<file path="src/sv/tpdc_pkg.sv">
// Shared types and constants for the triac phase dimming controller.
// No dependencies; imported by tpdc_ctrl, tpdc_datapath and the top level.
package tpdc_pkg;

    // Phase slots per half cycle held in each dim table (8..16)
    localparam int PHASE_SLOTS = 11;
    localparam int SLOT_W      = $clog2(PHASE_SLOTS);

    // Brightness at or above this level is fully on
    localparam logic [7:0] FULL_LEVEL = 8'd7;

    typedef enum logic [3:0] {
        OP_TICK     = 4'd0,
        OP_ENABLE   = 4'd1,
        OP_DISABLE  = 4'd2,
        OP_DIM      = 4'd3,
        OP_ALLOC    = 4'd4,
        OP_FREE     = 4'd5,
        OP_OVR_EN   = 4'd6,
        OP_OVR_DIS  = 4'd7,
        OP_OVR_DIM  = 4'd8
    } t_op;

    // Controller to datapath command
    typedef struct packed {
        logic exec;     // apply the input word, load result register
    } t_ctl_cmd;

    // Datapath to controller status
    typedef struct packed {
        logic is_tick;  // word being presented is a tick
    } t_dp_stat;

endpackage

</file>
<file path="src/sv/tpdc_ctrl.sv">
// Handshake controller: tracks whether the result register holds a word.
// Depends on tpdc_pkg.
module tpdc_ctrl (
    input  logic                i_clk,
    input  logic                i_rst_n,
    input  logic                i_valid,
    output logic                o_ready,
    output logic                o_valid,
    input  logic                i_ready,
    input  tpdc_pkg::t_dp_stat  i_stat,
    output tpdc_pkg::t_ctl_cmd  o_cmd
);
    import tpdc_pkg::*;

    typedef enum logic [1:0] {
        ST_IDLE = 2'b01,
        ST_HOLD = 2'b10
    } t_state;

    t_state r_state, n_state;
    logic   accept;

    // New word may enter while the held result is being taken
    assign o_ready   = (r_state == ST_IDLE) || i_ready;
    assign o_valid   = (r_state == ST_HOLD);
    assign accept    = i_valid && o_ready;
    assign o_cmd.exec = accept;

    always_comb begin
        n_state = r_state;
        case (r_state)
            ST_IDLE: begin
                if (accept) n_state = ST_HOLD;
            end
            ST_HOLD: begin
                if (accept)       n_state = ST_HOLD;
                else if (i_ready) n_state = ST_IDLE;
            end
            default: n_state = ST_IDLE;
        endcase
    end

    always_ff @(posedge i_clk) begin
        if (!i_rst_n) begin
            r_state <= ST_IDLE;
        end else begin
            r_state <= n_state;
        end
    end

`ifndef SYNTHESIS
    a_onehot: assert property (@(posedge i_clk) disable iff (!i_rst_n)
        $onehot(r_state))
        else $error("controller state not one-hot");

    a_accept_hold: assert property (@(posedge i_clk) disable iff (!i_rst_n)
        accept |=> (r_state == ST_HOLD))
        else $error("accepted word did not produce a result");

    a_drain: assert property (@(posedge i_clk) disable iff (!i_rst_n)
        (r_state == ST_HOLD && i_ready && !i_valid) |=> (r_state == ST_IDLE))
        else $error("taken result not released");

    a_tick_exec: assert property (@(posedge i_clk) disable iff (!i_rst_n)
        (o_cmd.exec && i_stat.is_tick) |=> o_valid)
        else $error("tick word lost");
`endif

endmodule

</file>
<file path="src/sv/tpdc_datapath.sv">
// Masks, phase tables, latch and result register for the dimming controller.
// Depends on tpdc_pkg.
module tpdc_datapath (
    input  logic                i_clk,
    input  logic                i_rst_n,
    input  tpdc_pkg::t_ctl_cmd  i_cmd,
    output tpdc_pkg::t_dp_stat  o_stat,
    input  logic                i_cfg_we,
    input  logic                i_cfg_data,
    input  logic [3:0]          i_op,
    input  logic [7:0]          i_string_mask,
    input  logic [7:0]          i_brightness,
    input  logic [3:0]          i_phase,
    output logic [7:0]          o_latch,
    output logic [7:0]          o_pulse,
    output logic                o_latch_written
);
    import tpdc_pkg::*;

    logic       r_allow;
    logic [7:0] r_norm_on, n_norm_on;
    logic [7:0] r_alloc, n_alloc;
    logic [7:0] r_ovr_on, n_ovr_on;
    logic [7:0] r_latch, n_latch;
    logic [7:0] r_ntab [PHASE_SLOTS];
    logic [7:0] n_ntab [PHASE_SLOTS];
    logic [7:0] r_otab [PHASE_SLOTS];
    logic [7:0] n_otab [PHASE_SLOTS];
    logic [7:0] r_pulse, n_pulse;
    logic       r_written, n_written;

    t_op        op;
    logic       lvl_zero, lvl_part;
    logic [2:0] dim_slot;
    logic       phase_ok;
    logic [7:0] tick_bits;
    logic [7:0] take;

    assign op       = t_op'(i_op);
    assign o_stat.is_tick = (op == OP_TICK);
    assign lvl_zero = (i_brightness == 8'd0);
    assign lvl_part = !lvl_zero && (i_brightness < FULL_LEVEL) && r_allow;
    assign dim_slot = 3'(FULL_LEVEL - i_brightness);
    assign phase_ok = ({1'b0, i_phase} < 5'(PHASE_SLOTS));
    assign tick_bits = phase_ok ? (r_ntab[i_phase[SLOT_W-1:0]]
                                 | r_otab[i_phase[SLOT_W-1:0]]) : 8'd0;
    assign take     = i_string_mask & ~r_alloc;

    always_comb begin
        n_norm_on = r_norm_on;
        n_alloc   = r_alloc;
        n_ovr_on  = r_ovr_on;
        n_ntab    = r_ntab;
        n_otab    = r_otab;
        n_pulse   = 8'd0;
        n_written = 1'b1;
        case (op)
            OP_TICK: begin
                n_pulse   = tick_bits;
                n_written = (tick_bits != 8'd0);
            end
            OP_ENABLE, OP_DISABLE, OP_DIM: begin
                for (int i = 0; i < PHASE_SLOTS; i++) begin
                    n_ntab[i] = r_ntab[i] & ~i_string_mask;
                    if (op == OP_DIM && lvl_part && i == int'(dim_slot))
                        n_ntab[i] = n_ntab[i] | i_string_mask;
                end
                if (op == OP_ENABLE)
                    n_norm_on = r_norm_on | i_string_mask;
                else if (op == OP_DIM && !lvl_zero && !lvl_part)
                    n_norm_on = r_norm_on | i_string_mask;
                else
                    n_norm_on = r_norm_on & ~i_string_mask;
            end
            OP_ALLOC: begin
                n_alloc  = r_alloc | take;
                n_ovr_on = r_ovr_on & ~take;
            end
            OP_FREE, OP_OVR_EN, OP_OVR_DIS, OP_OVR_DIM: begin
                for (int i = 0; i < PHASE_SLOTS; i++) begin
                    n_otab[i] = r_otab[i] & ~i_string_mask;
                    if (op == OP_OVR_DIM && lvl_part && i == int'(dim_slot))
                        n_otab[i] = n_otab[i] | i_string_mask;
                end
                if (op == OP_FREE)
                    n_alloc = r_alloc & ~i_string_mask;
                if (op == OP_OVR_EN)
                    n_ovr_on = r_ovr_on | i_string_mask;
                else if (op == OP_OVR_DIM && !lvl_zero && !lvl_part)
                    n_ovr_on = r_ovr_on | i_string_mask;
                else
                    n_ovr_on = r_ovr_on & ~i_string_mask;
            end
            default: begin
                n_written = 1'b0;
            end
        endcase
    end

    // Commands rewrite the steady latch; ticks and unused codes keep it
    always_comb begin
        n_latch = r_latch;
        if (op != OP_TICK && n_written)
            n_latch = (n_norm_on & ~n_alloc) | n_ovr_on;
    end

    always_ff @(posedge i_clk) begin
        if (!i_rst_n) begin
            r_allow   <= 1'b1;
            r_norm_on <= 8'd0;
            r_alloc   <= 8'd0;
            r_ovr_on  <= 8'd0;
            r_latch   <= 8'd0;
            for (int i = 0; i < PHASE_SLOTS; i++) begin
                r_ntab[i] <= 8'd0;
                r_otab[i] <= 8'd0;
            end
        end else begin
            if (i_cfg_we) r_allow <= i_cfg_data;
            if (i_cmd.exec) begin
                r_norm_on <= n_norm_on;
                r_alloc   <= n_alloc;
                r_ovr_on  <= n_ovr_on;
                r_latch   <= n_latch;
                r_ntab    <= n_ntab;
                r_otab    <= n_otab;
            end
        end
    end

    always_ff @(posedge i_clk) begin
        if (i_cmd.exec) begin
            r_pulse   <= n_pulse;
            r_written <= n_written;
        end
    end

    assign o_latch         = r_latch;
    assign o_pulse         = r_pulse;
    assign o_latch_written = r_written;

`ifndef SYNTHESIS
    a_tick_latch: assert property (@(posedge i_clk) disable iff (!i_rst_n)
        (i_cmd.exec && op == OP_TICK) |=> (r_latch == $past(r_latch)))
        else $error("tick changed the steady latch");

    a_tick_written: assert property (@(posedge i_clk) disable iff (!i_rst_n)
        (i_cmd.exec && op == OP_TICK) |=> (r_written == (r_pulse != 8'd0)))
        else $error("tick write flag disagrees with pulse");

    a_cmd_latch: assert property (@(posedge i_clk) disable iff (!i_rst_n)
        (i_cmd.exec && op != OP_TICK && i_op <= OP_OVR_DIM)
        |=> (r_latch == ((r_norm_on & ~r_alloc) | r_ovr_on)) && r_written
            && (r_pulse == 8'd0))
        else $error("command did not refresh the latch");
`endif

endmodule

</file>
<file path="src/sv/triac_phase_dimming_controller.sv">
// Top level of the triac phase dimming controller for eight lamp strings.
// Depends on tpdc_pkg, tpdc_ctrl and tpdc_datapath.
//
// Channel  | Direction | Handshake           | Payload
// ---------+-----------+---------------------+--------------------------------------
// input    | in        | i_valid / o_ready   | i_op, i_string_mask, i_brightness, i_phase
// result   | out       | o_valid / i_ready   | o_latch, o_pulse, o_latch_written
// config   | in        | i_cfg_we            | i_cfg_data (allow_dimming)
//
// Each word is resolved combinationally: masks and both phase tables are flops,
// so the result is registered on the accept edge and shown the next cycle.
// Sustained rate is one word per cycle while results are taken; the result
// register is the only buffer, and a new word is taken in the same cycle the
// held one is taken. A stall on the result side holds o_ready low until the
// result is taken. Synchronous active-low reset clears all masks, tables and
// the latch, and sets allow_dimming; no clearing pass is needed.
module triac_phase_dimming_controller (
    input  logic       i_clk,
    input  logic       i_rst_n,
    // input words
    input  logic       i_valid,
    output logic       o_ready,
    input  logic [3:0] i_op,
    input  logic [7:0] i_string_mask,
    input  logic [7:0] i_brightness,
    input  logic [3:0] i_phase,
    // result words
    output logic       o_valid,
    input  logic       i_ready,
    output logic [7:0] o_latch,
    output logic [7:0] o_pulse,
    output logic       o_latch_written,
    // configuration
    input  logic       i_cfg_we,
    input  logic       i_cfg_data
);
    import tpdc_pkg::*;

    t_ctl_cmd cmd;
    t_dp_stat stat;

    // Handshake and result occupancy
    tpdc_ctrl u_ctrl (
        .i_clk   (i_clk),
        .i_rst_n (i_rst_n),
        .i_valid (i_valid),
        .o_ready (o_ready),
        .o_valid (o_valid),
        .i_ready (i_ready),
        .i_stat  (stat),
        .o_cmd   (cmd)
    );

    // String masks, phase tables, latch and result register
    tpdc_datapath u_dp (
        .i_clk           (i_clk),
        .i_rst_n         (i_rst_n),
        .i_cmd           (cmd),
        .o_stat          (stat),
        .i_cfg_we        (i_cfg_we),
        .i_cfg_data      (i_cfg_data),
        .i_op            (i_op),
        .i_string_mask   (i_string_mask),
        .i_brightness    (i_brightness),
        .i_phase         (i_phase),
        .o_latch         (o_latch),
        .o_pulse         (o_pulse),
        .o_latch_written (o_latch_written)
    );

endmodule

</file>
<file path="config.mk">
export PLATFORM = sky130hd
export DESIGN_NAME = triac_phase_dimming_controller
export DESIGN_NICKNAME = d
export VERILOG_FILES = /design/src/sv/tpdc_pkg.sv /design/src/sv/tpdc_ctrl.sv /design/src/sv/tpdc_datapath.sv /design/src/sv/triac_phase_dimming_controller.sv
export SDC_FILE = /design/constraint.sdc
export NUM_CORES = 1
export LEC_CHECK = 0
export BUFFER_PORTS_ARGS = -buffer_cell sky130_fd_sc_hd__buf_2
export CORE_MARGIN = 1.5
export CORE_UTILIZATION = 45
export DETAILED_ROUTE_END_ITERATION = 10
export SETUP_SLACK_MARGIN = 0.05
export SKIP_LAST_GASP = 1
export SYNTH_ARGS = -nofsm -noshare
export SYNTH_HDL_FRONTEND = slang
export SYNTH_SLANG_ARGS = --single-unit
</file>
<file path="constraint.sdc">
create_clock -name i_clk -period 2.3 [get_ports i_clk]
set_clock_uncertainty 0.05 [all_clocks]
set_input_delay 0.23 -clock i_clk [delete_from_list [all_inputs] [get_ports i_clk]]
set_output_delay 0.23 -clock i_clk [all_outputs]
set_load 0.01 [all_outputs]
</file>
# Word-level counts from Yosys, hierarchy flattened

Cells that the tools add are included.

Flip-flop bits (word level): 220
Output and inout bits: 19

$add $sub $neg: 1
$lt $le $gt $ge: 3
Equality and inequality tests: 19
Muxes and demuxes: 36
Bitwise gates (word level): 54
Reduce and logical (&&, ||, !) cells: 41

Operators by type and width:

| operator           | number |
|---|---|
| $and 8x8->8        | 28 |
| $mux 8             | 27 |
| $or 8x8->8         | 21 |
| $bmux 8 s4         | 2 |
| $not 8->8          | 4 |
| $pmux 8 s2         | 2 |
| $logic_and 1x1->1  | 26 |
| $eq 4x3->1 const B | 4 |
| $eq 3x3->1 const A | 4 |
| $eq 4x2->1 const B | 2 |
| $logic_not 8->1    | 1 |
| $lt 8x3->1 const B | 1 |
| $reduce_and 2->1   | 4 |
| $reduce_bool 8->1  | 1 |
| $reduce_or 8->1    | 1 |
| $eq 2x3->1 const A | 2 |
| $mux 2             | 3 |
| $ge 5x5->1 const B | 1 |
| $not 4->5          | 1 |
| $eq 4x1->1 const B | 1 |
| $eq 4x4->1 const B | 1 |
| $logic_not 4->1    | 1 |
| $lt 4x4->1 const B | 1 |
| $pmux 2 s2         | 1 |
| 13 further kinds   | 14 |

# Longest topological paths before layout

Gate-level depths: netlist (run 1).

Depth in word-level cells: 11
Gate-level depth with buffers: 11
Depth with buffers taken out: 8

# By module

Synthesis (run 1) repeated with hierarchy kept, for this count alone.

Cell total of the unflattened synthesis: 1,067
Area, all modules: 9,261.4 um^2

By module, submodules not included:

| module        | instances | cells each | area each (um^2) | seq. area each (um^2) |
|---|---|---|---|---|
| tpdc_datapath | 1         | 1,045      | 9,098.7          | 4,454.3 |
| tpdc_ctrl     | 1         | 22         | 162.7            | 40.0 |

# Least setup slack after synthesis (run 1)

No wires, ideal clock.

Path kind: register to register
Start point: register u_ctrl.r_state[1]
End point: register u_dp.r_written (netlist: u_dp.o_latch_written) (enable)
Library setup time: 0.377 ns
Data arrival time: 1.880 ns
Data required time: 1.873 ns
Slack: -0.007 ns
Stages on the path, launching flop included: 9
Period minus slack after synthesis: 2.307 ns
Cell sequence: dfxtp_1 > inv_1 > ha_1 > or2_2 > and2_1 > clkbuf_1 > buf_2 > buf_2 > clkbuf_1

Longest elaborated chain between the ends: 3

RTL lines:

| what                     | RTL line                             | RTL |
|---|---|---|
| start: declaration       | tpdc_ctrl.sv:20                      | `t_state r_state, n_state;` |
| start signal: assignment | tpdc_ctrl.sv:47                      | `r_state <= n_state;` |
| $eq 2x1->1               | tpdc_ctrl.sv:24                      | `assign o_ready = (r_state == ST_IDLE) \|\| i_ready;` |
| $logic_or 1x1->1         | tpdc_ctrl.sv:24                      |  |
| net o_ready              | triac_phase_dimming_controller.sv:22 | `output logic o_ready,` |
| $logic_and 1x1->1        | tpdc_ctrl.sv:26                      | `assign accept = i_valid && o_ready;` |
| net cmd                  | triac_phase_dimming_controller.sv:39 | `t_ctl_cmd cmd;` |
| end signal: assignment   | tpdc_datapath.sv:134                 | `r_written <= n_written;` |
| end: declaration         | tpdc_datapath.sv:30                  | `logic r_written, n_written;` |

The timed path passes the listed nets, and every way through them passes these cells.
A chain may end at the register's enable or synchronous reset.

==> summary by stage, run 1 <==
Outcome
The flow ran to the end, and the final reports show no timing, DRC or antenna violations.

Power and ir drop
For this design the ratio of total power to cell area is 784 mW/mm^2. Cell internal power was estimated by the tool at 6.46 mW. The analysis attributes to net switching a power of 1.97 mW. Of the total power, registers draw 0.463. The leakage component of the power is 4.28 nW. Across the VDD grid, the largest voltage drop is 476 uV. The total power draw is 8.43 mW. Of the total power, the clock network draws 0.460. The share of total power dissipated in combinational logic is 0.077. The switching power share of the total is 0.234.

Cells and area
The fraction of the core area covered by cells at the end of the flow is 0.547. The number of antenna diodes in the final layout is 0. The net count of the finished layout is 1165. The layout overhead on the synthesized area is 18.5%.

The fraction of layout cells with a size suffix above 1 is 0.138.

Worst setup path
Setup slack on the worst reg-to-reg path comes out at 0.20 ns. The largest individual stage delay along the critical path comes from the cell sky130_fd_sc_hd__nand3_1. The worst path required time is 2.68 ns. Counting cells, the worst reg-to-reg path comes to 8. The critical path is of the reg -> reg type.

Walking the worst path, the cells encountered are inv_1 -> ha_1 -> or2_2 -> and2_2 -> buf_12 -> nand3_1 -> nand2_1 -> a21boi_0. STA classifies the critical path startpoint as a flop. Of all nets on the critical path, the largest fanout is 35.

The worst setup path is captured at a flop. The data arrival time of the critical path is 2.48 ns. The source of the worst register-to-register timing path is u_ctrl.r_state[1]. The critical path's largest stage delay is 0.39 ns.

Timing
Setup repair after global routing could not meet its margin everywhere. In the final timing run, aggregate negative setup slack is 0 ns. Setup slack closes at 0.202 ns. Headroom to the max-slew limit came out at 0.382. The final-report max-slew violation count is 0. Dividing the final minimum period by the clock period gives 0.912.

Setup violations remaining at the end of the flow were counted as 0. The count of endpoints failing hold in the final timing report is 0. The upper clock frequency limit is 0.477 GHz. The transition time of the tightest slew-check pin is 0.921 ns.

The minimum clock period after layout is 2.10 ns.

Clock tree
The clock net sink count is 220. CTS built an H-tree with a depth of 1. The clock latency at the later pin of the worst-skew pair is 0.51 ns.

The root buffer cell chosen for the clock tree is sky130_fd_sc_hd__clkbuf_16. The maximum buffer depth of the clock tree is 3. The CTS clock-pin slew for the worst setup and hold paths is 0.06 ns. The clock tree from TritonCTS is yes.

Buffers inserted during clock tree synthesis total 24.

Floorplanning
The number of placement rows is 51. The initial utilization of the core area, before any placement, comes to 0.462. The floorplan step set the die height to 145 um.

The number of top-level pins is 49. After floorplanning, the core was sized to cover 0.0197 mm^2. The die is 145 um wide. The floorplan step defined a die boundary enclosing 0.0210 mm^2.

Place
Summed over all nets, the half-perimeter wirelength after detailed placement is 15300 um. The worst-case setup slack after placement is 0.0405 ns. The port buffer count is 48.

The congestion estimate from routability-driven global placement came to 0.807.

Synthesis
The main flop type after synthesis is sky130_fd_sc_hd__dfxtp_1. Of the total synthesized cell area, the portion taken by XOR and XNOR cells is 0. Counting flops with an async set or reset pin after synthesis yields a share of 0. The count of unique library cells instantiated by Yosys is 54.

The post-synthesis compound-gate area fraction is 0.191. Of the total synthesized cell area, the portion taken by full adders, half adders and majority gates is 0.00276. The number of synthesized flops with an enable pin is 9. The number of cells produced by synthesis is 1078.

The total of flip-flops plus latches after synthesis is 220. The area share of and/or/nand/nor cells after synthesis is 0.264. The post-synth net total is 1110.

Yosys printed 0 warnings. The main combinational cell family by area after synthesis is simple AND/OR/NAND/NOR gates. Summing every instance area after synthesis gives 0.00908 mm^2. The post-synthesis average cell area is 8.42 um^2. The portion of synthesized area spent on multiplexers is 0.00993.

Of the synthesized area, sequential elements account for 0.495.

Global routing
In the global route stage, overall resource usage came out at 0.220. The number of antenna violations at the first check in global routing is 0. The global route total overflow is 0. Entering global routing, the biggest net connects 70 pins. The first global-routing pass estimated 37600 um of wire.

The number of global-route vias before repair was 6813.

Routing
Once detail routing completed, the nets flagged for antenna violations numbered 0. The total wire length after detailed routing is 23500 um. The total vias in the final route is 7625. The first TritonRoute pass finished after 5 iterations. The remaining routing DRC violations is 0. After detailed routing, the number of vias per cell comes to 5.38.

For this block, the initial DRC count from the detailed router was 466. The final routed wire length divided by cell count is 16.6 um.

Hold path
The worst min-delay path class is in -> reg. The instance count along the most critical hold path is 2. The endpoint of the worst hold-timing path is u_dp.r_norm_on[1]. The worst hold path begins at i_string_mask[1].

Flow run
Max-cap violations in this run came to 0.
layout make-up:
type | instances | area (um^2)
flip-flops and latches | 220 | 4490
repair buffers | 108 | 831
multi-input cells | 774 | 4290
clock inverters | 11 | 141
clock buffers | 33 | 654
fillers | 1911 | 8900
inverters | 5 | 18.8
well taps | 265 | 332
synthesized netlist by cell type (all sizes together), types with 2 or more instances:
| master | n | share of area |
|---|---|---|
| and3 | 83 | 0.057 |
| nor4 | 3 | 0.0021 |
| a21boi | 50 | 0.041 |
| a31oi | 17 | 0.012 |
| inv | 5 | 0.0021 |
| o32ai | 2 | 0.0019 |
| a221oi | 10 | 0.0096 |
| nor4b | 2 | 0.0036 |
| a21o | 9 | 0.0074 |
| and2 | 50 | 0.034 |
| edfxtp | 9 | 0.030 |
| ha | 2 | 0.0028 |
| nor3 | 35 | 0.019 |
| o311ai | 2 | 0.0019 |
| a221o | 8 | 0.0088 |
| clkbuf | 71 | 0.029 |
| nand4 | 4 | 0.0028 |
| dfxtp | 211 | 0.47 |
| nor2 | 81 | 0.033 |
| nand2 | 175 | 0.072 |
| nor2b | 15 | 0.010 |
| a21oi | 43 | 0.024 |
| nand3 | 17 | 0.010 |
| a211oi | 12 | 0.0099 |
| mux2i | 9 | 0.0099 |
| nand2b | 3 | 0.0021 |
| o22ai | 4 | 0.0028 |
| nor3b | 7 | 0.0063 |
| a22oi | 8 | 0.0066 |
| buf | 8 | 0.0050 |
| or2 | 4 | 0.0028 |
| o21ai | 104 | 0.058 |
logic make-up (layout without fill, tap and decap cells):
kind of cell / Yosys count / after routing
simple gates: 486 / 486
buf+inv: 84 / 157
flops: 220 / 220
fa+ha+maj: 2 / 2
compound gates: 277 / 277
mux: 9 / 9
worst max path at each step:
stage	startpoint	to	slack, ns	cells after the start
2_1_floorplan	u_ctrl.r_state[1]	flop	0.08	10
4_1_cts	u_ctrl.r_state[1]	u_dp.o_latch[1]	0.13	8
3_5_place_dp	i_brightness[5]	u_dp.o_latch[4]	0.04	7
6_report	u_ctrl.r_state[1]	flop	0.20	8
3_3_place_gp	i_brightness[5]	u_dp.o_latch[6]	0.08	7
5_1_grt	u_ctrl.r_state[1]	flop	0.05	8
metrics by stage:
step	instances	hold slack, ns	area (um^2)
finish	1416	0.0192	10800
global route	1416	0.0618	10800
CTS	1416	0.00286	10700
detailed placement	1362	0.406	9830
global placement	1362	0.397	9830
floorplan	1078	0.308	9080
power by group through the flow:
| stage | logic [mW] | clock network, mW | registers (mW) |
|---|---|---|---|
| detailed placement | 0.629 | 0 | 3.99 |
| global placement | 0.629 | 0 | 3.99 |
| CTS | 0.646 | 3.95 | 3.91 |
| global route | 0.715 | 4.10 | 3.91 |
| finish | 0.650 | 3.88 | 3.91 |
| floorplan | 0.383 | 0 | 4.00 |
critical path: cells and delay by family (launching register included):
kind,cells,cell delay [ns]
fa+ha+maj,1,0.22
flops,1,0.33
compound gates,1,0.17
simple gates,4,1.02
buf+inv,2,0.22
cells in the final DEF (no fill, tap or decap), types with 8 or more instances in the layout:
cell	netlist	routed
sky130_fd_sc_hd__a211oi_1	12	12
sky130_fd_sc_hd__a21boi_0	50	50
sky130_fd_sc_hd__a21o_1	9	9
sky130_fd_sc_hd__a21oi_1	43	43
sky130_fd_sc_hd__a221o_1	8	8
sky130_fd_sc_hd__a221oi_1	10	10
sky130_fd_sc_hd__a22oi_1	8	8
sky130_fd_sc_hd__a31oi_1	17	17
sky130_fd_sc_hd__and2_1	50	49
sky130_fd_sc_hd__and3_1	83	82
sky130_fd_sc_hd__buf_12	0	9
sky130_fd_sc_hd__buf_2	6	47
sky130_fd_sc_hd__buf_4	2	42
sky130_fd_sc_hd__clkbuf_16	0	24
sky130_fd_sc_hd__dfxtp_1	211	211
sky130_fd_sc_hd__dlygate4sd3_1	0	10
sky130_fd_sc_hd__edfxtp_1	9	9
sky130_fd_sc_hd__mux2i_1	9	9
sky130_fd_sc_hd__nand2_1	175	175
sky130_fd_sc_hd__nand3_1	15	13
sky130_fd_sc_hd__nor2_1	81	74
sky130_fd_sc_hd__nor2b_1	15	15
sky130_fd_sc_hd__nor3_1	35	34
sky130_fd_sc_hd__o21ai_0	94	94
sky130_fd_sc_hd__o21ai_1	9	9
timing repair:
item	4_1_cts	5_1_grt
hold endpoints to repair	9	0
resized for setup	0	10
endpoints found under the setup margin	0	42
setup buffers	0	0
hold buffers	10	0
layer usage:
| layer | track usage | wire (um) | vias up |
|---|---|---|---|
| met3 | 0.0264 | 1190 | 32 |
| met1 | 0.325 | 11600 | 3545 |
| li1 | - | - | 3874 |
| met2 | 0.341 | 10300 | 174 |
| met4 | 0.0500 | 471 | 0 |
| met5 | 0 | 0 | - |
No activity file was read; power rests on OpenSTA's default activity.
==> inputs of run 2 (changes only) <==
- CORE_MARGIN: 1.5 -> 5
- clock period: 2.3 -> 2.4 ns (I/O delays scaled with it)
==> run 2 against run 1 <==
  * Fmax is 1.3% higher
  * Final area increased by 0.22%
  * Total power shrank 3.4%
  * First-iteration DRC count down 7.5%
  * Global-route usage fell by 2.4 points
  * Cell count rose by 0.71%
  * Combinational power fell by 5.5%
  * Sequential power shrank 4%
==> summary by stage, run 2 (same netlist as run 1, synthesis figures left out) <==
Clock tree
The clock latency at the later pin of the worst-skew pair was 0.51 ns (about the same). The clock net sink count is 220 (unchanged). In this run the clock root is driven by a sky130_fd_sc_hd__clkbuf_16. The CTS clock-pin slew for the worst setup and hold paths is 0.06 ns (about the same). The clock tree from TritonCTS is yes. The H-tree level count is 1 (unchanged). The TritonCTS buffer count was 24 (unchanged). The maximum buffer depth of the clock tree came to 3 (unchanged).

Power and ir drop
The leakage component of the power came to 4.31 nW (+0.52%). The portion of total power attributed to sequential cells is 0.459 (-0.004). The power density of the placed cells was 756 mW/mm^2 (-3.6%). The internal power contribution is 6.27 mW (-3.0%). The net switching power is 1.89 mW (-4.4%).

The fraction of power consumed by combinational cells is 0.075 (-0.002). The switching power share of the total is 0.231 (-0.00254). The relative contribution of the clock network to total power came to 0.465 (+0.005). The peak ir drop on the vdd network was 393 uV (-18%).

Floorplanning
The die height was 152 um (+4.8%). The number of top-level pins is 49 (unchanged). The placeable core area was 0.0200 mm^2 (+2.0%). The die width is 152 um (+4.8%). The starting utilization of the core area is 0.453 (-0.00888). The area of the die is 0.0231 mm^2 (+9.9%). The number of placement rows is 52 (+2.0%).

Global routing
The first-pass GRT wire length is 38300 um (+1.6%). The global-route usage over all layers came to 0.196 (-0.0243). The maximum number of pins on one net before global-route repair was 115 (+64%). The number of global-route vias before repair is 7038 (+3.3%).

The global route total overflow is 0 (unchanged). The number of antenna violations at the first check in global routing is 0 (unchanged).

Outcome
The flow ran to the end, and the final reports show no timing, DRC or antenna violations.

Routing
The violation count after the first detailed-routing iteration is 431 (-7.5%). The number of vias per cell after detailed routing is 5.24 (-2.7%). The remaining routing DRC violations was 0 (unchanged). The count of antenna-violating nets left after detailed routing is 0 (unchanged).

The total vias in the final route was 7473 (-2.0%). The total wire length after detailed routing is 23200 um (-1.3%). The final routed wire length divided by cell count came to 16.3 um (-2.0%). The first-pass detailed-route iteration total is 5 (unchanged).

Worst setup path
The critical path's slowest cell is sky130_fd_sc_hd__nor2_1. STA classifies the critical path startpoint as a flop. The worst path required time is 2.79 ns (+0.11 ns). The buffer and inverter count on the worst path came to 1 (-1). The critical path starts at u_ctrl.r_state[1]. The number of cells on the worst reg-to-reg path is 8 (unchanged). The source of the worst register-to-register timing path is u_ctrl.r_state[1]. The setup path with the least slack is of type reg -> reg. The critical path's largest stage delay is 0.41 ns (+0.02 ns). The highest net fanout along the worst path was 32 (-8.6%). Walking the worst path, the cells encountered are inv_1 -> ha_1 -> or2_2 -> and2_4 -> nand2_1 -> nor2_1 -> o21ai_0 -> a31oi_1. The data arrival time of the critical path is 2.47 ns (about the same). The family with the most delay on the worst path is simple AND/OR/NAND/NOR gates. The number of cells on the critical path is 8 (unchanged). STA classifies the critical path endpoint as a flop.

Timing
The transition time of the tightest slew-check pin was 0.738 ns (-0.183 ns). The count of endpoints failing hold in the final timing report is 0 (unchanged). The final count of negative-setup-slack endpoints came to 0 (unchanged). The hold slack is 0.0268 ns (+0.00762 ns). The upper clock frequency limit was 0.483 GHz (+1.3%).

The minimum clock period after layout is 2.07 ns (-0.0267 ns). The final-report max-slew violation count was 0 (unchanged). The tightest slew margin relative to the limit is 0.508 (+0.126).

The fraction of the cycle the final worst path needs is 0.863 (-0.0491). The post-route setup TNS was 0 ns (unchanged). Setup repair after global routing left no endpoint under its margin.

Cells and area
The sequential cell area in the final layout is 0.00449 mm^2 (unchanged). The number of inserted filler cells in the final layout is 1945 (+1.8%). Leaving out fill and tap cells, the most frequent cell in the layout is sky130_fd_sc_hd__dfxtp_1. The net count reported at finish is 1171 (+0.52%). The layout overhead on the synthesized area is 18.8%. The multi-input logic area came to 0.00426 mm^2 (-0.61%). The fraction of layout cells with a size suffix above 1 was 0.134 (-0.00406).

The number of antenna repair diodes came to 0 (unchanged). The number of standard cells in the layout, taps in and fillers out was 1426 (+0.71%). Leaving out fill and tap cells, the most frequent cells in the layout are sky130_fd_sc_hd__dfxtp_1 (211), sky130_fd_sc_hd__nand2_1 (175), sky130_fd_sc_hd__o21ai_0 (94).

Hold path
The worst min-delay path class is in -> reg. The instance count along the most critical hold path is 2 (unchanged). In this run the most critical hold path is launched from i_string_mask[1].

Place
The port buffer count is 48 (unchanged). The cell total after placement is 1371 (+0.66%). The placer congestion estimate is 0.789 (-2.3%). The final HPWL from detailed placement came to 15400 um (+0.59%).

Flow run
The number of max-cap violations is 0 (unchanged).
run 2: changes by cell type in the layout (fill, tap and decap cells not counted), sizes merged:
cell         previous run  this run
clkinvlp                0         1
clkbuf                 33        37
dlygate4sd3            10        12
clkinv                  8         3
bufinv                  3         2
buf                    98       102
run 2: worst paths after layout:
check | to | slack (ns)
worst min register to register | flop | 0.41
worst min-delay path | u_dp.r_norm_on[1] | 0.03
worst max-delay path | u_dp.r_norm_on[6] | 0.33
worst max register to register | u_dp.r_norm_on[6] | 0.33
run 2: worst register-to-register path: stages (launching register included):
cell and delay, ns:
sky130_fd_sc_hd__dfxtp_1 0.31, sky130_fd_sc_hd__inv_1 0.07, sky130_fd_sc_hd__ha_1 0.22, sky130_fd_sc_hd__or2_2 0.14, sky130_fd_sc_hd__and2_4 0.37, sky130_fd_sc_hd__nand2_1 0.15, sky130_fd_sc_hd__nor2_1 0.41, sky130_fd_sc_hd__o21ai_0 0.14
sky130_fd_sc_hd__a31oi_1 0.15
run 2: timing repair:
| action | in CTS | in global routing |
|---|---|---|
| endpoints found under the hold margin | 9 | 0 |
| hold buffers | 12 | 0 |
| endpoints found under the setup margin | 0 | 85 |
| gates resized for setup | 0 | 2 |
| setup buffers | 0 | 0 |
run 2: per-stage QoR:
| step | power [mW] | worst slack [ns] | cell area [um^2] | utilization |
|---|---|---|---|---|
| final | 8.15 | 0.329 | 10800 | 0.538 |
| after global routing | 8.45 | 0.116 | 10800 | 0.538 |
| after CTS | 8.25 | 0.0921 | 10800 | 0.538 |
| after detailed placement | 4.42 | 0.111 | 9830 | 0.491 |
| after global placement | 4.42 | 0.136 | 9830 | 0.491 |
| after floorplan | 4.20 | 0.0927 | 9080 | - |
run 2: routing by layer:
| layer | routed length, um | share of wire | GRT usage |
|---|---|---|---|
| met3 | 841 | 0.036 | 0.0239 |
| met5 | 0 | 0 | 0 |
| met1 | 11700 | 0.50 | 0.290 |
| met2 | 10300 | 0.44 | 0.310 |
| met4 | 381 | 0.016 | 0.0364 |
run 2: power groups by stage:
stage	logic [mW]	clock network (mW)	registers, mW
finish	0.614	3.79	3.74
global route	0.683	4.02	3.75
CTS	0.615	3.89	3.74
detailed placement	0.594	0	3.83
global placement	0.593	0	3.83
floorplan	0.366	0	3.83
run 2: layout make-up:
cell class / instances / share of cell area
clock buffers: 37 / 0.0677
clock inverters: 6 / 0.00905
inverters: 5 / 0.00174
multi-input cells: 774 / 0.395
flip-flops and latches: 220 / 0.417
well taps: 270 / 0.0313
repair buffers: 114 / 0.0782
